$ cat src/rtl/rsha_pkg.sv
// rsha_pkg: word width, rotation amounts, round constants and round functions
// for the reduced-width sha tail evaluator; no dependencies
`timescale 1ns / 1ps
package rsha_pkg;

  localparam int WORD_BITS = 16;
  localparam int FIELD_BITS = 16;
  localparam int WEIGHT_BITS = 8;
  localparam int WT_BITS = $clog2(8 * WORD_BITS + 1);
  localparam int CFG_ADDR_BITS = 2;
  localparam logic [CFG_ADDR_BITS-1:0] REG_MSG_WORD_ZERO = '0;

  typedef logic [WORD_BITS-1:0] word_t;
  typedef word_t state_t [8];
  typedef logic [WT_BITS-1:0] wt_t;

  // round-half-even of k*WORD_BITS/32, at least 1
  function automatic int scaled(input int k);
    int num, q, r;
    begin
      num = k * WORD_BITS;
      q = num / 32;
      r = num % 32;
      if (r > 16 || (r == 16 && (q % 2) == 1)) q = q + 1;
      return (q < 1) ? 1 : q;
    end
  endfunction

  localparam int R_B0A = scaled(2) % WORD_BITS;
  localparam int R_B0B = scaled(13) % WORD_BITS;
  localparam int R_B0C = scaled(22) % WORD_BITS;
  localparam int R_B1A = scaled(6) % WORD_BITS;
  localparam int R_B1B = scaled(11) % WORD_BITS;
  localparam int R_B1C = scaled(25) % WORD_BITS;
  localparam int R_S0A = scaled(7) % WORD_BITS;
  localparam int R_S0B = scaled(18) % WORD_BITS;
  localparam int S_S0 = scaled(3);
  localparam int R_S1A = scaled(17) % WORD_BITS;
  localparam int R_S1B = scaled(19) % WORD_BITS;
  localparam int S_S1 = scaled(10);

  localparam logic [31:0] ROUND_K [64] = '{
    32'h428a2f98,32'h71374491,32'hb5c0fbcf,32'he9b5dba5,32'h3956c25b,32'h59f111f1,32'h923f82a4,
    32'hab1c5ed5,32'hd807aa98,32'h12835b01,32'h243185be,32'h550c7dc3,32'h72be5d74,32'h80deb1fe,
    32'h9bdc06a7,32'hc19bf174,32'he49b69c1,32'hefbe4786,32'h0fc19dc6,32'h240ca1cc,32'h2de92c6f,
    32'h4a7484aa,32'h5cb0a9dc,32'h76f988da,32'h983e5152,32'ha831c66d,32'hb00327c8,32'hbf597fc7,
    32'hc6e00bf3,32'hd5a79147,32'h06ca6351,32'h14292967,32'h27b70a85,32'h2e1b2138,32'h4d2c6dfc,
    32'h53380d13,32'h650a7354,32'h766a0abb,32'h81c2c92e,32'h92722c85,32'ha2bfe8a1,32'ha81a664b,
    32'hc24b8b70,32'hc76c51a3,32'hd192e819,32'hd6990624,32'hf40e3585,32'h106aa070,32'h19a4c116,
    32'h1e376c08,32'h2748774c,32'h34b0bcb5,32'h391c0cb3,32'h4ed8aa4a,32'h5b9cca4f,32'h682e6ff3,
    32'h748f82ee,32'h78a5636f,32'h84c87814,32'h8cc70208,32'h90befffa,32'ha4506ceb,32'hbef9a3f7,
    32'hc67178f2};

  localparam logic [31:0] START_IV [8] = '{
    32'h6a09e667,32'hbb67ae85,32'h3c6ef372,32'ha54ff53a,
    32'h510e527f,32'h9b05688c,32'h1f83d9ab,32'h5be0cd19};

  function automatic word_t kw(input int r);
    return ROUND_K[r][WORD_BITS-1:0];
  endfunction

  function automatic word_t rotr(input word_t x, input int k);
    return (k == 0) ? x : word_t'((x >> k) | (x << (WORD_BITS - k)));
  endfunction

  function automatic word_t shr(input word_t x, input int k);
    return (k >= WORD_BITS) ? '0 : word_t'(x >> k);
  endfunction

  function automatic word_t big0(input word_t x);
    return rotr(x, R_B0A) ^ rotr(x, R_B0B) ^ rotr(x, R_B0C);
  endfunction
  function automatic word_t big1(input word_t x);
    return rotr(x, R_B1A) ^ rotr(x, R_B1B) ^ rotr(x, R_B1C);
  endfunction
  function automatic word_t sml0(input word_t x);
    return rotr(x, R_S0A) ^ rotr(x, R_S0B) ^ shr(x, S_S0);
  endfunction
  function automatic word_t sml1(input word_t x);
    return rotr(x, R_S1A) ^ rotr(x, R_S1B) ^ shr(x, S_S1);
  endfunction

  function automatic word_t part_e(input state_t s, input int r);
    return word_t'(s[7] + big1(s[4]) + ((s[4] & s[5]) ^ (~s[4] & s[6])) + kw(r));
  endfunction
  function automatic word_t part_a(input state_t s);
    return word_t'(big0(s[0]) + ((s[0] & s[1]) ^ (s[0] & s[2]) ^ (s[1] & s[2])));
  endfunction

  function automatic state_t do_round(input state_t s, input int r, input word_t w);
    state_t n;
    word_t t1;
    begin
      t1 = word_t'(part_e(s, r) + w);
      n[7] = s[6]; n[6] = s[5]; n[5] = s[4];
      n[4] = word_t'(s[3] + t1);
      n[3] = s[2]; n[2] = s[1]; n[1] = s[0];
      n[0] = word_t'(t1 + part_a(s));
      return n;
    end
  endfunction

  function automatic word_t zero_a_word(input state_t p, input state_t q, input int r,
                                        input word_t w);
    return word_t'(w + part_e(p, r) - part_e(q, r) + part_a(p) - part_a(q));
  endfunction

  function automatic word_t zero_e_word(input state_t p, input state_t q, input int r,
                                        input word_t w);
    return word_t'(w + p[3] - q[3] + part_e(p, r) - part_e(q, r));
  endfunction

  function automatic wt_t diff_weight(input state_t p, input state_t q);
    wt_t n;
    begin
      n = '0;
      for (int i = 0; i < 8; i++) n = wt_t'(n + wt_t'($countones(p[i] ^ q[i])));
      return n;
    end
  endfunction

  // one context per message: start state and schedule words 44..48, 53..56
  typedef struct packed {
    logic [7:0][WORD_BITS-1:0] st;
    logic [8:0][WORD_BITS-1:0] sch;
  } ctx_t;

endpackage

$ cat src/rtl/rsha_derive.sv
// rsha_derive: sequential derivation of one message's round-57 context
// one schedule word and one round per cycle; depends on rsha_pkg
`timescale 1ns / 1ps
module rsha_derive (
  input  logic                   clk,
  input  logic                   rst_n,
  input  logic                   start,
  input  rsha_pkg::word_t        word_zero,
  input  logic                   flip,
  output logic                   done,
  output rsha_pkg::ctx_t         ctx
);
  import rsha_pkg::*;

  // 16-word sliding schedule window; w_r[0] is word i
  word_t  w_r [16];
  word_t  w_nxt [16];
  state_t s_r, s_nxt;
  logic [5:0] i_r, i_nxt;
  logic busy_r, busy_nxt;
  logic done_r, done_nxt;
  logic [8:0][WORD_BITS-1:0] sch_r, sch_nxt;
  word_t msb;
  word_t new_w;

  assign msb = word_t'(1) << (WORD_BITS - 1);

  always_comb begin
    w_nxt = w_r;
    s_nxt = s_r;
    i_nxt = i_r;
    busy_nxt = busy_r;
    done_nxt = done_r;
    sch_nxt = sch_r;
    new_w = word_t'(sml1(w_r[14]) + w_r[9] + sml0(w_r[1]) + w_r[0]);
    if (start) begin
      for (int j = 0; j < 16; j++) w_nxt[j] = '1;
      w_nxt[0] = word_zero ^ (flip ? msb : '0);
      w_nxt[9] = ~(flip ? msb : '0);
      for (int j = 0; j < 8; j++) s_nxt[j] = START_IV[j][WORD_BITS-1:0];
      i_nxt = '0;
      busy_nxt = 1'b1;
      done_nxt = 1'b0;
    end else if (busy_r) begin
      s_nxt = do_round(s_r, int'(i_r), w_r[0]);
      for (int j = 0; j < 15; j++) w_nxt[j] = w_r[j+1];
      w_nxt[15] = new_w;
      if (i_r >= 6'd44 && i_r <= 6'd48) sch_nxt[4'(i_r - 6'd44)] = w_r[0];
      if (i_r >= 6'd53) sch_nxt[4'(i_r - 6'd48)] = w_r[0];
      i_nxt = 6'(i_r + 6'd1);
      if (i_r == 6'd56) begin
        busy_nxt = 1'b0;
        done_nxt = 1'b1;
      end
    end
  end

  always_ff @(posedge clk) begin
    if (!rst_n) begin
      busy_r <= 1'b0;
      done_r <= 1'b0;
      i_r <= '0;
    end else begin
      busy_r <= busy_nxt;
      done_r <= done_nxt;
      i_r <= i_nxt;
    end
    w_r <= w_nxt;
    s_r <= s_nxt;
    sch_r <= sch_nxt;
  end

  assign done = done_r;
  always_comb begin
    for (int j = 0; j < 8; j++) ctx.st[j] = s_r[j];
    ctx.sch = sch_r;
  end
endmodule

$ cat config.mk
export PLATFORM = sky130hd
export DESIGN_NAME = rsha_derive
export DESIGN_NICKNAME = d
export VERILOG_FILES = /design/src/rtl/rsha_pkg.sv /design/src/rtl/rsha_derive.sv
export SDC_FILE = /design/constraint.sdc
export NUM_CORES = 1
export LEC_CHECK = 0
export ABC_AREA = 1
export BUFFER_PORTS_ARGS = -buffer_cell sky130_fd_sc_hd__buf_4
export CORE_MARGIN = 2
export CORE_UTILIZATION = 59
export DETAILED_ROUTE_END_ITERATION = 7
export PLACE_DENSITY = 0.81
export SYNTH_ARGS = -nofsm -noshare
export SYNTH_HDL_FRONTEND = slang
export SYNTH_SLANG_ARGS = --single-unit
$ cat constraint.sdc
create_clock -name clk -period 7.2 [get_ports clk]
set_input_delay 1.08 -clock clk [delete_from_list [all_inputs] [get_ports clk]]
set_output_delay 1.08 -clock clk [all_outputs]
set_load 0.02 [all_outputs]
# Word-level counts from Yosys, hierarchy flattened
# Memories as Yosys holds them, arrays and structs flattened.
# Cells that the tools add are included.
# totals
inputBits,20
elab_cells,116
romBits,2048
register_bits,536
n_memories,1
# memory_table
name,words,word_bits,read_ports,rd_clocked_by_memory_dff,wr,line_no,rtl
(no name shown),64,32,1,0,0,rsha_pkg.sv:59,return ROUND_K[r][WORD_BITS-1:0];
# op_classes
n_bitwise,32
mux,18
n_addsub,13
n_reduce_logical,7
n_eq_ne,1
order_cmp,8
# op_table
operator,count
144-bit 2-to-1 mux,4
256-bit 2-to-1 mux,2
144-bit bitwise mux,2
16-bit adder,10
16-bit bitwise XOR,10
16-bit demux with 4-bit select,2
16-bit bitwise AND,5
16-bit 2-to-1 mux,5
"32-bit by 7-bit >= comparator with 1-bit output, second input constant",1
16-bit NOT,2
6-bit NOT with 32-bit output,1
10-bit by 16-bit bitwise OR with 16-bit output,2
12-bit by 16-bit bitwise OR with 16-bit output,1
13-bit by 16-bit bitwise OR with 16-bit output,1
15-bit by 16-bit bitwise OR with 16-bit output,1
4-bit by 16-bit bitwise OR with 16-bit output,1
5-bit by 16-bit bitwise OR with 16-bit output,1
6-bit by 16-bit bitwise OR with 16-bit output,1
7-bit by 16-bit bitwise OR with 16-bit output,1
8-bit by 16-bit bitwise OR with 16-bit output,1
16-bit by 11-bit bitwise XOR with 16-bit output,1
16-bit by 14-bit bitwise XOR with 16-bit output,1
"6-bit >= comparator, second input constant",2
"4-bit by 5-bit less-than comparator with 1-bit output, second input constant",2
12 further kinds,19

# Longest topological paths before layout
# depth
depth_word,11
depth_mapped,40
mapped_depth_nobuf,39

# Worst setup path before layout
# OpenSTA, ideal clock, no wires.
# synth_path
path_type,in2reg
start,in start
end,"reg sch_r, in the netlist ctx[0] (enable)"
path_buffers,3
t_arrival_ns,5.881
setup_ns,0.565
t_required_ns,6.635
path_slack_ns,0.755
path_stages,4
path_cell_list,buf_2 -> nor2_1 -> clkbuf_1 -> clkbuf_1
# synth_via
elab_chain_len,2
# synth_lines
item,line_no,rtl
start: declaration,rsha_derive.sv:7,"input logic start,"
1-bit NOT (no line),--,
2-bit AND reduction (no line),--,
end signal: assignment,rsha_derive.sv:70,sch_r <= sch_nxt;
end: declaration,rsha_derive.sv:22,"logic [8:0][WORD_BITS-1:0] sch_r, sch_nxt;"
# Every way passes these cells.
# A chain may end at the register's enable or synchronous reset.

# Worst setup path after layout
# layout_path
start,reg i_r[0]
end,"reg s_r, in the netlist ctx[159]"
# layout_via
elab_chain_len,7
# layout_lines
item,line_no,rtl
start: declaration,rsha_derive.sv:19,"logic [5:0] i_r, i_nxt;"
start signal: assignment,rsha_derive.sv:66,i_r <= i_nxt;
6-bit NOT with 32-bit output (not written as such),rsha_pkg.sv:59,
memory read 64 x 32 bit,--,
16-bit 2-to-1 mux (not written as such) (2 in a row),rsha_pkg.sv:59,
16-bit adder,rsha_pkg.sv:84,return word_t'(s[7] + big1(s[4]) + ((s[4] & s[5]) ^ (~s[4] & s[6])) + kw(r));
16-bit adder,rsha_pkg.sv:94,"t1 = word_t'(part_e(s, r) + w);"
16-bit adder,rsha_pkg.sv:98,n[0] = word_t'(t1 + part_a(s));
end signal: assignment,rsha_derive.sv:69,s_r <= s_nxt;
end: declaration,rsha_derive.sv:18,"state_t s_r, s_nxt;"
# Every way passes these cells. The select of a mux whose other input is x is not followed.

==> metrics <==
multi-input logic area 11200 sq um; filler instances 3402; status completed; Initial Util 60.1%; Syn Std Cell Area 26700 sq um; WHS 0.459 ns; Synth Warn # 0; Post-Syn Instances 2989; H-tree depth 2; minimum clock period 6.32 ns; CTS tree yes; crit path kind flip-flop to flip-flop; Post-route DRC 0; clock tree buffer depth 3; post-CTS sizing 0; # port buffers 292; Worst R2R Setup Slack 0.88 ns; Yosys top cell area share 27.0%; Synth area leader dfxtp_1; post-CTS setup buffers 0; die area 47000 sq um; FP Rows 77; Die Y-Extent 217 microns; Synth Net Count 3170; slowest cell delay on critical path 0.56 ns; Via density 5.77; antenna violations before repair 0; fmax 0.158 GHz; Setup crit end ctx[159]; nets@finish 3401; WP data arrival 6.83 ns; Startpoint Class flip-flop; final hold violation count 0; I/O pin cnt 293; Reg clk slew, reported paths 0.06 ns; DRT Pass-1 Iters 5; antenna viol nets, final 0; total global-route track usage 33.8%; routability cong. 0.986; Worst R2R Start i_r[0]; Core Region 44400 sq um; Post-Place Worst Slack 0.998 ns; Yosys cell types 57; Post-synth EDFFs 176; Total Wirelength 80.4 mm; Crit Path Max Fanout 11; wire per inst 20.9 microns; Sum Neg Setup Slack 0 ns; root buf cell clkbuf_16; first-pass GRT wire length 122 mm; final instance area 31100 sq um; worst skew pair latency 0.62 ns; Final period util 87.8%; share of layout cells above drive strength 1 13.5%; Die Wd 217 microns; Worst R2R Path Depth 35; via count 22260; max-cap violations 0; most common cell after layout, fill and taps aside inv_1; Area contributors post-synth dfxtp_1 (27%), edfxtp_1 (20%), inv_1 (8.5%), fa_1 (7.0%), a22oi_1 (6.9%); Max-slew headroom 14.3%; number of DRC markers in iteration 0 2574; flops & latches, synth 536; CTS Sinks 536; cts-stage hold buffer count 0; final setup vio count 0; Placed Instance Area 29300 sq um; most used flip-flop cell after synthesis dfxtp_1; min-delay worst type flip-flop to flip-flop; Worst Setup Slack, final 0.880 ns; CP Capture Type flip-flop; vias in the first global route 21053; largest net degree at the start of global routing 222; Slowest-stage cell, CP dfxtp_1; Congestion Overflow GR 0; Critical Path Source i_r[0]; TritonCTS Buffers 52; most frequent cells in the layout inv_1 (600), dfxtp_1 (360), buf_4 (318); Worst Max-Slew Pin Slew 1.28 ns; Slew Limit Fails 0; post-detail-place hpwl 58.9 mm; CP dominant cell by count nand2_1; Async SR Flop Fraction 0%; register area share after synthesis 46.8%; reg2reg end ctx[159]; Avg Inst Size Synth 8.93 sq um; Area growth, synth to finish 16.4%; RSZ-0062 raised after global routing no; Hold Crit Start w_r[182]; Clock Skew 0.0192 ns; WP data required 7.71 ns; diode count 0; FF+latch area 12500 sq um
through the flow:
stage | std cells | util [%]
5_1_grt | 3855 | 69.9
3_5_place_dp | 3758 | 65.9
6_report | 3855 | 69.9
3_3_place_gp | 3758 | 65.9
4_1_cts | 3855 | 69.9
2_1_floorplan | 2989 | -
registers in the layout, summed over array words and instances, names as in the netlist:
name    cells
ctx       272
w_r       256
i_r         6
busy_r      1
done        1
synthesized netlist by cell type (3+ instances only):
library cell  count
inv_1           601
buf_4             3
buf_6             3
o311ai_0          3
o211ai_1         10
xnor2_1          64
a211oi_1          4
inv_2            18
nor2_1          176
nand3_1          62
o21ai_1          33
o21ai_0         197
dfxtp_1         360
nor4_1            4
nor3_1            9
clkinv_1         14
o21bai_1          8
buf_1             4
edfxtp_1        176
fa_1             93
a21oi_1         183
nand2_1         306
buf_2            30
a21o_1            4
o31ai_1           6
ha_1             68
clkbuf_1        104
o22ai_1          64
nor2_2            6
a31oi_1           4
xor2_1           84
a22oi_1         244
a221oi_1          5
nand4_1           5
cell type report:
type	count	area share (%)
flip-flops and latches	536	40.2
well taps	592	2.38
inverters	633	7.66
multi-input cells	1676	36.1
repair buffers	321	7.88
clock buffers	70	4.76
clock inverters	27	0.979
worst max-delay path, delay by kind of cell (launching register included):
| kind | cells | cell delay [ns] |
|---|---|---|
| buffers and inverters | 7 | 0.58 |
| AND/OR/NAND/NOR | 17 | 1.65 |
| flip-flops | 1 | 0.56 |
| adder cells (fa/ha/maj) | 6 | 2.45 |
| AO/OA/AOI/OAI | 4 | 0.75 |
| XOR/XNOR | 1 | 0.24 |
how the worst min path moves through the flow:
stage / endpoint / slack, ns / depth (start not counted)
2_1_floorplan: w_r[0] / 0.43 / 2
3_3_place_gp: w_r[1] / 0.44 / 2
3_5_place_dp: w_r[86] / 0.45 / 2
4_1_cts: w_r[86] / 0.46 / 2
5_1_grt: w_r[88] / 0.48 / 2
6_report: w_r[198] / 0.46 / 2
cells by family after synthesis:
kind of cell	synth area share [%]
AOI/OAI and AO/OA	18.1
xor gates and xnor gates	4.94
DFF	46.8
adders and majority gates	10.2
buffers and inverters	11.2
and+or+nand+nor	8.83
layer usage:
metal,vias to the layer above,global-route usage [%],part of all wire (%)
met5,-,0,0
met4,0,13.0,4.2
met3,181,5.38,9.2
met2,1130,52.8,45
met1,10658,47.4,41
li1,10291,-,-
Power is left out: the tool's default activity adds up to more than one toggle a clock period on the data nets, which glitch-free logic cannot reach.
